### config.mk
export PLATFORM = sky130hd
export DESIGN_NAME = bpa_ctrl
export DESIGN_NICKNAME = d
export VERILOG_FILES = /design/src/rtl/bpa_pkg.sv /design/src/rtl/bpa_ctrl.sv
export SDC_FILE = /design/constraint.sdc
export NUM_CORES = 1
export LEC_CHECK = 0
export ABC_CLOCK_PERIOD_IN_PS = 2100
export BUFFER_PORTS_ARGS = -buffer_cell sky130_fd_sc_hd__clkbuf_2
export CORE_AREA = 2 2 39 41
export DETAILED_ROUTE_END_ITERATION = 10
export DIE_AREA = 0 0 41 43
export PLACE_DENSITY = 0.7
export SLEW_MARGIN = 20
export SYNTH_ARGS = -nofsm -noshare
export SYNTH_HDL_FRONTEND = slang
export SYNTH_SLANG_ARGS = --single-unit
### constraint.sdc
create_clock -name clk_i -period 2.1 [get_ports clk_i]
set_input_delay 0.21 -clock clk_i [delete_from_list [all_inputs] [get_ports clk_i]]
set_output_delay 0.21 -clock clk_i [all_outputs]
set_load 0.02 [all_outputs]
### src/rtl/bpa_pkg.sv
// ----------------------------------------------------------------------------
// bpa_pkg
// Shared types and constants of the bitmap page allocator.
// ----------------------------------------------------------------------------
package bpa_pkg;

  localparam logic [31:0] ReservedBytes = 32'h0020_0000;
  localparam logic [31:0] ResetTotalMem = 32'd33554432;
  localparam logic [31:0] ResetHeapBase = 32'hC010_0000;

  localparam logic [2:0] StOk       = 3'd0;
  localparam logic [2:0] StBadCount = 3'd1;
  localparam logic [2:0] StUser     = 3'd2;
  localparam logic [2:0] StNoRun    = 3'd3;
  localparam logic [2:0] StPhysOut  = 3'd4;

  localparam logic RegTotalMem = 1'b0;
  localparam logic RegHeapBase = 1'b1;

  typedef enum logic [3:0] {
    S_CLEAR,
    S_IDLE,
    S_VREAD,
    S_VSCAN,
    S_VMARK,
    S_PREAD,
    S_PSCAN,
    S_EMIT,
    S_ERR
  } state_e;

  // Commands from the controller to the datapath.
  typedef struct packed {
    logic clear_step;   // clear word at sweep address, advance
    logic load_req;     // latch request, reset scan
    logic vscan_step;   // test current virtual bit, advance
    logic vmark_step;   // mark one virtual bit of the run
    logic pscan_step;   // test current physical bit, advance
    logic pmark;        // mark found frame, emit good result
    logic emit_err;     // emit an error result
    logic [2:0] err_code;
  } cmd_t;

  // Status from the datapath to the controller.
  typedef struct packed {
    logic clear_done;
    logic bad_count;
    logic vfound;       // run complete at current bit
    logic vend;         // scan reached pool end
    logic mark_done;    // last run bit marked
    logic pfree;        // current physical bit free
    logic pend;         // physical scan reached pool end
    logic last_page;    // page being allocated is the last
  } stat_t;

endpackage

### src/rtl/bpa_ctrl.sv
// ----------------------------------------------------------------------------
// bpa_ctrl
// Sequencer of the allocator: clear sweep, run search, marking, frame search.
// ----------------------------------------------------------------------------
module bpa_ctrl (
  input  logic           clk_i,
  input  logic           rst_ni,
  input  logic           start_i,
  input  logic           func_i,
  input  bpa_pkg::stat_t stat_i,
  output bpa_pkg::cmd_t  cmd_o,
  output logic           busy_o
);
  import bpa_pkg::*;

  state_e state_q, state_d;
  logic [2:0] err_q, err_d;

  always_ff @(posedge clk_i or negedge rst_ni) begin
    if (!rst_ni) begin
      state_q <= S_CLEAR;
      err_q   <= StOk;
    end else begin
      state_q <= state_d;
      err_q   <= err_d;
    end
  end

  always_comb begin
    state_d = state_q;
    err_d   = err_q;
    cmd_o   = '0;
    busy_o  = 1'b1;
    unique case (state_q)
      S_CLEAR: begin
        cmd_o.clear_step = 1'b1;
        if (stat_i.clear_done) state_d = S_IDLE;
      end
      S_IDLE: begin
        busy_o = 1'b0;
        if (start_i) begin
          cmd_o.load_req = 1'b1;
          state_d = S_VREAD;
        end
      end
      S_VREAD: begin
        // Request latched; classify it.
        if (stat_i.bad_count) begin
          err_d = StBadCount; state_d = S_ERR;
        end else if (func_i) begin
          err_d = StUser; state_d = S_ERR;
        end else begin
          state_d = S_VSCAN;
        end
      end
      S_VSCAN: begin
        if (stat_i.vend) begin
          err_d = StNoRun; state_d = S_ERR;
        end else begin
          cmd_o.vscan_step = 1'b1;
          if (stat_i.vfound) state_d = S_VMARK;
        end
      end
      S_VMARK: begin
        cmd_o.vmark_step = 1'b1;
        if (stat_i.mark_done) state_d = S_PREAD;
      end
      S_PREAD: state_d = S_PSCAN;
      S_PSCAN: begin
        if (stat_i.pend) begin
          err_d = StPhysOut; state_d = S_ERR;
        end else if (stat_i.pfree) begin
          state_d = S_EMIT;
        end else begin
          cmd_o.pscan_step = 1'b1;
        end
      end
      S_EMIT: begin
        cmd_o.pmark = 1'b1;
        state_d = stat_i.last_page ? S_IDLE : S_PSCAN;
      end
      S_ERR: begin
        cmd_o.emit_err = 1'b1;
        state_d = S_IDLE;
      end
      default: state_d = S_IDLE;
    endcase
    cmd_o.err_code = err_q;
  end

endmodule

==> summary.md, run 1 <==
| Metric | Value |
|---|---|
| Hold WC Path Type | primary input to flop |
| Warning count from the yosys run | 0 |
| Number of buffers created by CTS | 3 |
| Slowest stage cell on the critical path | sky130_fd_sc_hd__dfrtp_1 |
| Count of state elements after synthesis | 7 |
| Result of the run | complete, no violations |
| Nature of the critical path startpoint | flop |
| DRT Wirelength | 1230 µm |
| Standard-cell rows | 14 |
| Clock buffer depth | 2 |
| Via count | 556 |
| RSZ-0062 raised after global routing | no |
| Setup total negative slack | 0 ps |
| Number of cells upsized or downsized after cts | 0 |
| Post-synthesis share of cell area spent on and, or, nand and nor gates | 26.8% |
| Cell-by-cell listing of the critical path | nand2_1 > nor4_1 > clkbuf_2 |
| Final instance count without filler cells | 104 |
| Leakage power of the design | 0.356 nW |
| Share of the synthesized netlist area taken by xor and xnor gates | 0% |
| Max Cap Viol | 0 |
| DRC Markers | 0 |
| Last weighted congestion value of the routability-driven placer | 0.790 |
| Synthesis-to-layout area growth | 27.3% |
| Peak VDD IR | 0.582 mV |
| Data required, critical path | 1890 ps |
| Remaining Overflow, GRT | 0 |
| Type of destination of the critical path | output pin |
| WL per Instance | 11.8 µm |
| Clock latency of the later-clocked register in the worst-skew pair | 250 ps |
| Cell count after placement | 99 |
| Horizontal extent of the die | 41 µm |
| Largest family of logic cells by synthesized area | simple AND/OR/NAND/NOR gates |
| Fmax | 0.572 GHz |
| Clock tree from TritonCTS | yes |
| Clock-pin slew of the registers on the worst-case setup and hold paths | 50 ps |
| Least-Margin Pin Slew | 481 ps |
| I/O Buffers | 22 |
| Final Hold Vio Count | 0 |
| Class of the most critical setup path | flop to output pin |
| Buffers plus inverters on the worst setup path | 1 |
| Core occupancy in the finished layout | 50.2% |
| Number of endpoints failing setup at the final stage | 0 |
| Fraction of synthesized area in multiplexers | 11.2% |
| Cell count after synthesis | 65 |
| Syn_nets | 77 |
| Number of DRC markers in iteration 0 | 9 |
| Worst path max stage delay | 640 ps |
| Adder-Cell Fraction of Synth Area | 0% |
| IO Count | 23 |
| Router iterations before antenna repair | 4 |
| Vias in the first global route | 477 |
| Netlist area before placement | 546 µm² |
| Post-layout nets | 101 |
| Routed Antenna Nets | 0 |
| Final count of pins violating max slew | 0 |
| Ant diodes | 0 |
| Number of antenna violations at the first check in global routing | 0 |
| GRT Total Usage | 17.1% |
| Starting Density | 39.4% |
| Pin count of the biggest net entering global routing | 17 |
| Estimated wirelength of the detail-placed design | 924 µm |
| Y dimension of the die | 43 µm |
| Worst clock skew | 3.99 ps |
| Average vias per placed instance | 5.35 |
| PwrDens | 1450 nW/µm² |
| Clock tree root driver cell | sky130_fd_sc_hd__clkbuf_4 |
| Period utilisation layout | 83.2% |
| Arrival time at the worst endpoint | 1540 ps |
| Total number of clock tree sinks | 7 |
| Core area | 1380 µm² |
| Maximum fanout along the worst path | 14 |
| Headroom to the max-slew limit | 68.0% |
| Number of H-tree levels | 1 |
| Compound-cell area share of the yosys netlist | 19.7% |
| Count of cell types in the netlist | 30 |
| Share of synthesized area occupied by flip-flops and latches | 32.1% |
| Die area | 1760 µm² |
| Global-route wire length before repair | 2010 µm |
| Share of post-route cells with drive strength above 1 | 34.1% |
| Mean instance size in the synthesized netlist | 8.39 µm² |
| Cell family contributing the most delay on the critical path | flip-flops |
| Clock period minus worst slack | 1750 ps |
-- power breakdown --
part | leakage (nW) | switching (W) | internal (W)
registers | 0.0880 | 0.000121 | 0.000195
clock network | 0.0150 | 0.0000498 | 0.0000725
logic | 0.253 | 0.000323 | 0.000246
total | 0.356 | 0.000494 | 0.000513
-- per-stage QoR --
stage	instance area (µm²)	worst slack, ps	total power, W	hold WS, ps
final	694	352	0.00101	280
after global routing	694	195	0.00110	299
after CTS	694	337	0.00102	270
after detailed placement	658	369	0.000886	53.5
after global placement	658	376	0.000878	51.9
after floorplan	546	349	0.000745	-85.6
-- worst min-delay path, cell delays in order --
cell and delay [ps]:
sky130_fd_sc_hd__clkbuf_2 80, sky130_fd_sc_hd__inv_1 40, sky130_fd_sc_hd__a2bb2oi_1 100, sky130_fd_sc_hd__o31ai_1 70
-- state kept, by name, indices dropped and copies added, names as in the netlist --
signal	count
state_q	4
err_q	3
-- final cells by class --
cell class,count,area (µm²)
fillers,144,689
flip-flops and latches,7,175
well taps,16,20.0
inverters,8,30.0
multi-input cells,45,315
clock buffers,4,26.3
repair buffers,24,128
-- per-layer routing --
layer	up-vias	part of all wire, %	wire (µm)	track usage (%)
li1	278	-	-	-
met1	256	45	552	22.7
met2	20	47	581	24.7
met3	2	6.8	84	6.28
met4	0	0.89	11	6.00
met5	-	0	0	0
-- layout by cell type, fill, tap and decap left out, drive strengths merged --
cell type and n:
a211oi 1, a21boi 1, a21oi 4, a2bb2oi 2, a311o 1, and3 1, buf 1, clkbuf 26
dfrtp 7, dlygate4sd3 1, inv 8, mux2 1, mux2i 5, nand2 4, nand2b 3, nand3 2
nand4bb 1, nor2 2, nor2b 1, nor3 2, nor4 3, nor4b 2, o2111ai 1, o21ai 2
o21bai 1, o22ai 1, o31ai 1, or2 1, or3 2
-- synthesized netlist by cell type --
cell                        number  area share [%]
sky130_fd_sc_hd__or2_2           1             1.1
sky130_fd_sc_hd__nor4b_2         1             2.8
sky130_fd_sc_hd__nand3_1         2             1.8
sky130_fd_sc_hd__buf_2           2             1.8
sky130_fd_sc_hd__nor2b_1         1             1.1
sky130_fd_sc_hd__nor2_1          2             1.4
sky130_fd_sc_hd__mux2_2          1             2.1
sky130_fd_sc_hd__o31ai_1         1             1.4
sky130_fd_sc_hd__nand4bb_1       1             2.1
sky130_fd_sc_hd__a21oi_1         4             3.7
sky130_fd_sc_hd__dfrtp_1         7              32
sky130_fd_sc_hd__clkbuf_1        2             1.4
sky130_fd_sc_hd__o21ai_0         2             1.8
sky130_fd_sc_hd__a2bb2oi_1       2             3.2
sky130_fd_sc_hd__o22ai_1         1             1.1
sky130_fd_sc_hd__a311o_1         1             1.8
sky130_fd_sc_hd__nor3_1          2             1.8
sky130_fd_sc_hd__nand2b_1        3             3.4
sky130_fd_sc_hd__mux2i_1         5             9.2
sky130_fd_sc_hd__or3_1           2             2.3
sky130_fd_sc_hd__o2111ai_1       1             1.6
sky130_fd_sc_hd__inv_1           8             5.5
sky130_fd_sc_hd__nor4_1          3             3.4
sky130_fd_sc_hd__a21boi_0        1             1.4
sky130_fd_sc_hd__buf_4           1             1.4
sky130_fd_sc_hd__o21bai_1        1             1.4
sky130_fd_sc_hd__a211oi_2        1             2.3
sky130_fd_sc_hd__and3_1          1             1.1
sky130_fd_sc_hd__nand2_1         4             2.8
sky130_fd_sc_hd__nor4b_1         1             1.6
-- cell families (layout without fill, tap and decap cells) --
group / Yosys count / in the layout
and+or+nand+nor: 24 / 24
buffers and inverters: 13 / 36
AOI/OAI and AO/OA: 15 / 15
muxes: 6 / 6
DFF: 7 / 7
-- timing repair --
item | CTS | global route
buffers inserted | 0 | 0
hold buffers | 1 | 0
endpoints found under the hold margin | 7 | 0
-- final timing paths --
check                      startpoint          to  slack, ps  depth (start not counted)
max                        state_q[0]    cmd_o[7]        350                          3
min reg2reg                  err_q[2]    err_q[2]        530                          2
min                         stat_i[3]  state_q[2]        280                          4
max in group asynchronous      rst_ni    err_q[0]       1610                          2
min in group asynchronous      rst_ni    err_q[2]        320                          2
max reg2reg                state_q[0]  state_q[2]        350                          4
Note: power is estimated with default switching activity, not from simulation.
==> run 2, diff against run 1 <==
--- a/config.mk
+++ b/config.mk
@@ -5,12 +5,12 @@
 export SDC_FILE = /design/constraint.sdc
 export NUM_CORES = 1
 export LEC_CHECK = 0
-export ABC_CLOCK_PERIOD_IN_PS = 2100
+export ABC_AREA = 1
+export ABC_CLOCK_PERIOD_IN_PS = 1400
 export BUFFER_PORTS_ARGS = -buffer_cell sky130_fd_sc_hd__clkbuf_2
-export CORE_AREA = 2 2 39 41
+export CORE_UTILIZATION = 42
 export DETAILED_ROUTE_END_ITERATION = 10
-export DIE_AREA = 0 0 41 43
-export PLACE_DENSITY = 0.7
+export PLACE_DENSITY = 0.73
 export SLEW_MARGIN = 20
 export SYNTH_ARGS = -nofsm -noshare
 export SYNTH_HDL_FRONTEND = slang
==> constraint.sdc (replaced) <==
create_clock -name clk_i -period 1.4 [get_ports clk_i]
set_input_delay 0.14 -clock clk_i [delete_from_list [all_inputs] [get_ports clk_i]]
set_output_delay 0.14 -clock clk_i [all_outputs]
set_load 0.02 [all_outputs]
==> run 2 against run 1 <==
Net effect:
- the run now ends with negative setup slack left
- worst setup slack lost 360 ps
- worst hold slack lost 150 ps
- sequential power grew 29%
- sequential cell count is the same
- non-clock buffer count grew 7
- die area shrank 11%
- clock-buffer cell count is the same
- synthesized area grew 9.4%
- final area grew 28%
- register-to-register slack lost 290 ps
- critical path type unchanged
- largest cell class unchanged
- largest power group unchanged
==> summary.md, run 2 <==
| Metric | Value |
|---|---|
| Result of the run | complete, but fails checks (was complete, no violations) |
| Violations in the final reports | negative setup slack |
| Clock tree from TritonCTS | yes (unchanged) |
| Largest regs | state_q x4, err_q x3 (unchanged) |
| Hold depth | 3 (was 4) |
| Share of post-route cells with drive strength above 1 | 49.3% (was 34.1%) |
| Most common cell after layout, fill and taps aside | sky130_fd_sc_hd__nand2_1 (was sky130_fd_sc_hd__clkbuf_2) |
| Cell-by-cell listing of the critical path | inv_2 > nand2_1 > nor2_1 > buf_2 (was nand2_1 > nor4_1 > clkbuf_2) |
| Number of endpoints failing setup at the final stage | 1 (was 0) |
| Nature of the critical path startpoint | flop (unchanged) |
| Global-route wire length before repair | 2490 µm (was 2010 µm) |
| Last weighted congestion value of the routability-driven placer | 0.805 (was 0.790) |
| Filler Cell Count | 116 (was 144) |
| Path depth of the worst reg2reg path | 9 (was 4) |
| Data required, critical path | 1260 ps (was 1890 ps) |
| Warning count from the yosys run | 0 (unchanged) |
| Clock buffer depth | 2 (unchanged) |
| Post-Layout Inst Area | 886 µm² (was 694 µm²) |
| Worst clock skew | 3.45 ps (was 3.99 ps) |
| Pin count of the biggest net entering global routing | 8 (was 17) |
| Core area | 1320 µm² (was 1380 µm²) |
| RSZ-0062 raised after global routing | yes (was no) |
| Vias in the first global route | 634 (was 477) |
| GRT Total Usage | 24.2% (was 17.1%) |
| Syn_nets | 111 (was 77) |
| Clock period minus worst slack | 1410 ps |
| Least-Margin Pin Slew | 244 ps (was 481 ps) |
| Fmax | 0.710 GHz |
| Sequential Area | 180 µm² (was 175 µm²) |
| DRT Wirelength | 1590 µm (was 1230 µm) |
| Number of enable flip-flop cells after synthesis | 0 (unchanged) |
| Total number of clock tree sinks | 7 (unchanged) |
| Routed Antenna Nets | 0 (unchanged) |
| Cell with the most instances after synthesis | sky130_fd_sc_hd__nand2_1 (was sky130_fd_sc_hd__inv_1) |
| WL per Instance | 10.7 µm (was 11.8 µm) |
| Fraction of registers with async set/reset | 100% (unchanged) |
| Number of H-tree levels | 1 (unchanged) |
| Arrival time at the worst endpoint | 1270 ps (was 1540 ps) |
| Number of antenna violations at the first check in global routing | 0 (unchanged) |
| Share of synthesized area occupied by flip-flops and latches | 29.4% (was 32.1%) |
| Multi-input combinational cell area | 382 µm² (was 315 µm²) |
| Final count of pins violating max slew | 0 (unchanged) |
| Clock latency of the later-clocked register in the worst-skew pair | 250 ps (about the same) |
| Period utilisation layout | 101% |
| Standard-cell rows | 13 (was 14) |
| Netlist area before placement | 597 µm² (was 546 µm²) |
| Crit Reg-Reg Endpoint | err_q[2] (was state_q[2]) |
| Setup total negative slack | -7.60 ps (was 0 ps) |
| Most area-hungry cell type in the Yosys netlist | sky130_fd_sc_hd__dfrtp_1 (unchanged) |
| Post-place instance area | 726 µm² (was 658 µm²) |
| Setup ws final | -7.60 ps (was 352 ps) |
| Class of the most critical setup path | flop to output pin (unchanged) |
| Maximum fanout along the worst path | 4 (was 14) |
| PwrDens | 1860 nW/µm² (was 1450 nW/µm²) |
| Synthesis-to-layout area growth | 48.4% (was 27.3%) |
| Cell family contributing the most delay on the critical path | flip-flops (unchanged) |
| Number of buffers created by CTS | 3 (unchanged) |
| Horizontal extent of the die | 39.7 µm (was 41 µm) |
| Synth top area share | 29.4% (was 32.1%) |
| Most common flop cell mapped by yosys | sky130_fd_sc_hd__dfrtp_1 (unchanged) |
| Router iterations before antenna repair | 4 (unchanged) |
| Clock tree root driver cell | sky130_fd_sc_hd__clkbuf_4 (unchanged) |
| Ant diodes | 0 (unchanged) |
| DRC Markers | 0 (unchanged) |
| Count of state elements after synthesis | 7 (unchanged) |
| Buffers plus inverters on the worst setup path | 2 (was 1) |
| Post-layout nets | 147 (was 101) |
| Count of cell types in the netlist | 13 (was 30) |
| Origin of the worst setup path | state_q[3] (was state_q[0]) |
| Headroom to the max-slew limit | 83.7% (was 68.0%) |
| I/O Buffers | 22 (unchanged) |
| Worst slack after detailed placement | 149 ps (was 369 ps) |
| Via count | 728 (was 556) |
| Starting Density | 45.3% (was 39.4%) |
| Y dimension of the die | 39.7 µm (was 43 µm) |
| Average vias per placed instance | 4.89 (was 5.35) |
| Startpoint of the worst hold path | stat_i[1] (was stat_i[3]) |
| Final Hold Vio Count | 0 (unchanged) |
| Crit Reg-Reg Startpoint | state_q[1] (was state_q[0]) |
| Number of flip-flops under the largest register name | 4 (unchanged) |
| Hold WC Path Type | primary input to flop (unchanged) |
| Largest register by flop count | state_q (unchanged) |
| Peak VDD IR | 1.03 mV (was 0.582 mV) |
| Clock-pin slew of the registers on the worst-case setup and hold paths | 50 ps (about the same) |
| Worst path max stage delay | 460 ps (was 640 ps) |
| Max Cap Viol | 0 (unchanged) |
| Estimated wirelength of the detail-placed design | 1180 µm (was 924 µm) |
| Type of destination of the critical path | output pin (unchanged) |
| Cell count after synthesis | 99 (was 65) |
| Reg-to-reg slack, setup | 60 ps (was 350 ps) |
| Highest-count cells in the layout ignoring fill and taps | sky130_fd_sc_hd__nand2_1, sky130_fd_sc_hd__clkbuf_2, sky130_fd_sc_hd__inv_1 (was sky130_fd_sc_hd__clkbuf_2, sky130_fd_sc_hd__inv_1, sky130_fd_sc_hd__dfrtp_1) |
| Worst Hold End | err_q[2] (was state_q[2]) |
| Most area-consuming cells after synthesis | sky130_fd_sc_hd__dfrtp_1, sky130_fd_sc_hd__nand2_1, sky130_fd_sc_hd__nand2_2 (was sky130_fd_sc_hd__dfrtp_1, sky130_fd_sc_hd__mux2i_1, sky130_fd_sc_hd__inv_1) |
| Number of DRC markers in iteration 0 | 20 (was 9) |
| Remaining Overflow, GRT | 0 (unchanged) |
| Worst hold margin | 130 ps (was 280 ps) |
| IO Count | 23 (unchanged) |
| Leakage power of the design | 0.525 nW (was 0.356 nW) |
| Slowest stage cell on the critical path | sky130_fd_sc_hd__dfrtp_2 (was sky130_fd_sc_hd__dfrtp_1) |
| Leading cell types by count after synthesis | sky130_fd_sc_hd__nand2_1, sky130_fd_sc_hd__inv_1, sky130_fd_sc_hd__nor2_1 (was sky130_fd_sc_hd__inv_1, sky130_fd_sc_hd__dfrtp_1, sky130_fd_sc_hd__mux2i_1) |
| Mean instance size in the synthesized netlist | 6.03 µm² (was 8.39 µm²) |
| Die area | 1580 µm² (was 1760 µm²) |
## run 2: changes by cell type after synthesis, moves of 3 or more
cell	before	now
sky130_fd_sc_hd__a21oi_1	4	0
sky130_fd_sc_hd__inv_2	0	6
sky130_fd_sc_hd__nand2b_1	3	0
sky130_fd_sc_hd__nand2_1	4	32
sky130_fd_sc_hd__nand3_1	2	9
sky130_fd_sc_hd__mux2i_1	5	0
sky130_fd_sc_hd__inv_1	8	14
sky130_fd_sc_hd__nor2_4	0	3
sky130_fd_sc_hd__nand2_2	0	10
sky130_fd_sc_hd__nor2_1	2	12
sky130_fd_sc_hd__nor4_1	3	0
## run 2: cell families after synthesis
| kind of cell | after synthesis | share of synthesized area [%] |
|---|---|---|
| flip-flops | 7 | 29.4 |
| AO/OA/AOI/OAI | 1 | 0.838 |
| buffers and inverters | 20 | 12.6 |
| AND/OR/NAND/NOR | 71 | 57.2 |
## run 2: worst max path at each step
stage	endpoint	slack (ps)	cells after the start
global route	cmd_o[4]	-40	4
detailed placement	err_q[1]	150	6
floorplan	state_q[0]	30	8
global placement	state_q[1]	130	6
finish	cmd_o[4]	-8	4
CTS	cmd_o[5]	4	5
## run 2: final cells by class
type	count	share of cell area, %
flip-flops and latches	7	20.3
repair buffers	31	23.0
inverters	20	8.47
multi-input cells	72	43.1
well taps	15	2.12
clock buffers	4	2.97
## run 2: timing repair
item / CTS / global route
hold endpoints to repair: 7 / 0
endpoints found under the setup margin: 4 / 7
pin swaps: 4 / 4
gates resized for setup: 12 / 15
hold buffers: 1 / 0
setup buffers: 6 / 2
## run 2: stage by stage
| step | instances | power, W | util, % |
|---|---|---|---|
| 2_1_floorplan | 99 | 0.00103 | - |
| 3_3_place_gp | 136 | 0.00124 | 55.1 |
| 3_5_place_dp | 136 | 0.00126 | 55.1 |
| 4_1_cts | 147 | 0.00158 | 63.5 |
| 5_1_grt | 149 | 0.00179 | 67.2 |
| 6_report | 149 | 0.00165 | 67.2 |
## run 2: metal layers
layer | vias to the layer above | track usage [%] | share of wire, % | wire length, µm
met5 | - | 0 | 0 | 0
met4 | 0 | 4.31 | 0 | 0
met3 | 0 | 9.09 | 7.7 | 122
met2 | 35 | 43.0 | 51 | 808
met1 | 327 | 27.1 | 41 | 659
li1 | 366 | - | - | -
## run 2: power by group
part           total [W]  internal (W)  switching [W]
combinational    0.00106      0.000408       0.000650
clock           0.000183      0.000109      0.0000743
sequential      0.000407      0.000295       0.000112
total            0.00165      0.000811       0.000836
## run 2: worst reg2reg max path, cell delays in order (launching register included)
cell and delay, ps:
sky130_fd_sc_hd__dfrtp_2 450, sky130_fd_sc_hd__inv_2 110, sky130_fd_sc_hd__nor2_4 50, sky130_fd_sc_hd__buf_4 140
sky130_fd_sc_hd__nand3_1 130, sky130_fd_sc_hd__nand2_1 80, sky130_fd_sc_hd__inv_2 90, sky130_fd_sc_hd__nand2_4 70
sky130_fd_sc_hd__nand2_1 60, sky130_fd_sc_hd__nand2_1 40
==> run 3, diff against run 2 <==
--- a/config.mk
+++ b/config.mk
@@ -6,11 +6,11 @@
 export NUM_CORES = 1
 export LEC_CHECK = 0
 export ABC_AREA = 1
-export ABC_CLOCK_PERIOD_IN_PS = 1400
+export ABC_CLOCK_PERIOD_IN_PS = 1700
 export BUFFER_PORTS_ARGS = -buffer_cell sky130_fd_sc_hd__clkbuf_2
-export CORE_UTILIZATION = 42
+export CORE_UTILIZATION = 25
 export DETAILED_ROUTE_END_ITERATION = 10
-export PLACE_DENSITY = 0.73
+export GPL_TIMING_DRIVEN = 0
 export SLEW_MARGIN = 20
 export SYNTH_ARGS = -nofsm -noshare
 export SYNTH_HDL_FRONTEND = slang
==> constraint.sdc (replaced) <==
create_clock -name clk_i -period 1.7 [get_ports clk_i]
set_input_delay 0.17 -clock clk_i [delete_from_list [all_inputs] [get_ports clk_i]]
set_output_delay 0.17 -clock clk_i [all_outputs]
set_load 0.02 [all_outputs]
==> run 3 against run 2 <==
Net effect:
- the run now ends clean
- via count decreased by 14%
- worst hold slack improved by 38 ps
- clock skew decreased by 2.9 ps
- clock power decreased by 20%
- largest cell class unchanged
- largest power group unchanged
==> summary.md, run 3 (same netlist as run 2, synthesis figures left out) <==
| Metric | Value |
|---|---|
| Clock-pin slew of the registers on the worst-case setup and hold paths | 50 ps (about the same) |
| Average vias per placed instance | 4.06 (was 4.89) |
| Headroom to the max-slew limit | 80.8% (was 83.7%) |
| Synthesis-to-layout area growth | 30.4% (was 48.4%) |
| Die area | 2590 µm² (was 1580 µm²) |
| Result of the run | complete, no violations (was complete, but fails checks) |
| Clock latency of the later-clocked register in the worst-skew pair | 250 ps (about the same) |
| Fmax | 0.663 GHz |
| Data required, critical path | 1530 ps (was 1260 ps) |
| Final count of pins violating max slew | 0 (unchanged) |
| Number of DRC markers in iteration 0 | 3 (was 20) |
| Estimated wirelength of the detail-placed design | 1180 µm (about the same) |
| Clock buffer depth | 2 (unchanged) |
| Setup total negative slack | 0 ps (was -7.60 ps) |
| PwrDens | 1500 nW/µm² (was 1860 nW/µm²) |
| Ant diodes | 0 (unchanged) |
| Core area | 2230 µm² (was 1320 µm²) |
| Clock tree root driver cell | sky130_fd_sc_hd__clkbuf_4 (unchanged) |
| Post-CTS setup buffer count | 0 (was 6) |
| DRT Wirelength | 1320 µm (was 1590 µm) |
| Number of buffers created by CTS | 3 (unchanged) |
| Highest-count cells in the layout ignoring fill and taps | sky130_fd_sc_hd__nand2_1, sky130_fd_sc_hd__clkbuf_2, sky130_fd_sc_hd__inv_1 (unchanged) |
| Clock tree from TritonCTS | yes (unchanged) |
| I/O Buffers | 22 (unchanged) |
| Tot Pwr | 0.00116 W (was 0.00165 W) |
| Final Hold Vio Count | 0 (unchanged) |
| Routed Antenna Nets | 0 (unchanged) |
| Least-Margin Pin Slew | 288 ps (was 244 ps) |
| RSZ-0062 raised after global routing | no (was yes) |
| Starting Density | 26.7% (was 45.3%) |
| Total number of clock tree sinks | 7 (unchanged) |
| DRC Markers | 0 (unchanged) |
| Horizontal extent of the die | 50.9 µm (was 39.7 µm) |
| Clock period minus worst slack | 1510 ps |
| Number of antenna violations at the first check in global routing | 0 (unchanged) |
| Type of destination of the critical path | output pin (unchanged) |
| Nature of the critical path startpoint | flop (unchanged) |
| IO Count | 23 (unchanged) |
| Share of post-route cells with drive strength above 1 | 37.3% (was 49.3%) |
| Leakage power of the design | 0.482 nW (was 0.525 nW) |
| Hold WC Path Type | primary input to flop (unchanged) |
| Arrival time at the worst endpoint | 1340 ps (was 1270 ps) |
| Period utilisation layout | 88.7% |
| Largest regs | state_q x4, err_q x3 (unchanged) |
| Remaining Overflow, GRT | 0 (unchanged) |
| Class of the most critical setup path | flop to output pin (unchanged) |
| Last weighted congestion value of the routability-driven placer | 0.799 (was 0.805) |
| WL per Instance | 8.55 µm (was 10.7 µm) |
| Multi-input combinational cell area | 347 µm² (was 382 µm²) |
| Max Cap Viol | 0 (unchanged) |
| Global-route wire length before repair | 2300 µm (was 2490 µm) |
| Via count | 625 (was 728) |
| Number of endpoints failing setup at the final stage | 0 (was 1) |
| Maximum fanout along the worst path | 6 (was 4) |
| Sequential Area | 175 µm² (was 180 µm²) |
| Worst clock skew | 0.549 ps (was 3.45 ps) |
| Vias in the first global route | 586 (was 634) |
| Router iterations before antenna repair | 3 (was 4) |
| Peak VDD IR | 0.645 mV (was 1.03 mV) |
| Post-layout nets | 139 (was 147) |
| Y dimension of the die | 50.9 µm (was 39.7 µm) |
| GRT Total Usage | 12.0% (was 24.2%) |
| Number of flip-flops under the largest register name | 4 (unchanged) |
| Standard-cell rows | 17 (was 13) |
| Pin count of the biggest net entering global routing | 8 (unchanged) |
| Number of H-tree levels | 1 (unchanged) |
| Filler Cell Count | 261 (was 116) |
| Largest register by flop count | state_q (unchanged) |
| Most common cell after layout, fill and taps aside | sky130_fd_sc_hd__nand2_1 (unchanged) |
-- run 3: changes by cell type in the layout (fill, tap and decap cells not counted), moves of 3 or more --
cell,change
sky130_fd_sc_hd__buf_4,-11
sky130_fd_sc_hd__clkbuf_2,+6
sky130_fd_sc_hd__dfrtp_1,+4
sky130_fd_sc_hd__dfrtp_2,-4
sky130_fd_sc_hd__nor2_1,+3
sky130_fd_sc_hd__nor2_4,-3
-- run 3: critical path, cell delays in order (launching register included) --
cell and delay, ps:
sky130_fd_sc_hd__dfrtp_1 500, sky130_fd_sc_hd__inv_2 70, sky130_fd_sc_hd__nor2_1 140, sky130_fd_sc_hd__nand2_1 110
sky130_fd_sc_hd__nor2_1 100, sky130_fd_sc_hd__clkbuf_2 170
-- run 3: final timing paths --
check	start	endpoint	slack, ps	depth (start not counted)
max in group asynchronous	rst_ni	err_q[1]	1250	2
max	state_q[0]	cmd_o[8]	190	5
min reg2reg	err_q[2]	err_q[2]	480	2
max reg2reg	state_q[0]	err_q[2]	440	7
min	stat_i[1]	err_q[2]	170	3
min in group asynchronous	rst_ni	state_q[1]	290	2
-- run 3: per-stage QoR --
stage	setup WS (ps)	cells	hold WS [ps]	cell area [µm²]	util, %
floorplan	332	99	-126	597	-
global placement	459	149	10.8	742	33.2
detailed placement	446	149	16.0	742	33.2
CTS	171	154	167	778	34.8
global route	43.2	154	194	778	34.8
finish	191	154	168	778	34.8
-- run 3: layout make-up --
| class | count | share of cell area, % |
|---|---|---|
| inverters | 20 | 9.65 |
| multi-input cells | 72 | 44.5 |
| flip-flops and latches | 7 | 22.5 |
| repair buffers | 23 | 15.4 |
| well taps | 28 | 4.50 |
| clock buffers | 4 | 3.38 |
-- run 3: power by group --
| part | internal [W] | switching (W) | total (W) |
|---|---|---|---|
| clock network | 0.0000893 | 0.0000574 | 0.000147 |
| registers | 0.000235 | 0.0000833 | 0.000319 |
| logic | 0.000239 | 0.000460 | 0.000699 |
| total | 0.000564 | 0.000600 | 0.00116 |
-- run 3: metal layers --
metal,vias up,routed length [µm],GRT usage [%]
met4,0,0,6.94
li1,349,-,-
met1,265,621,15.4
met5,-,0,0
met3,0,37,2.68
met2,11,658,18.2
-- run 3: what timing repair did --
action | CTS | global route
resized for setup | 0 | 0
hold buffers | 1 | 0
hold endpoints to repair | 7 | 0
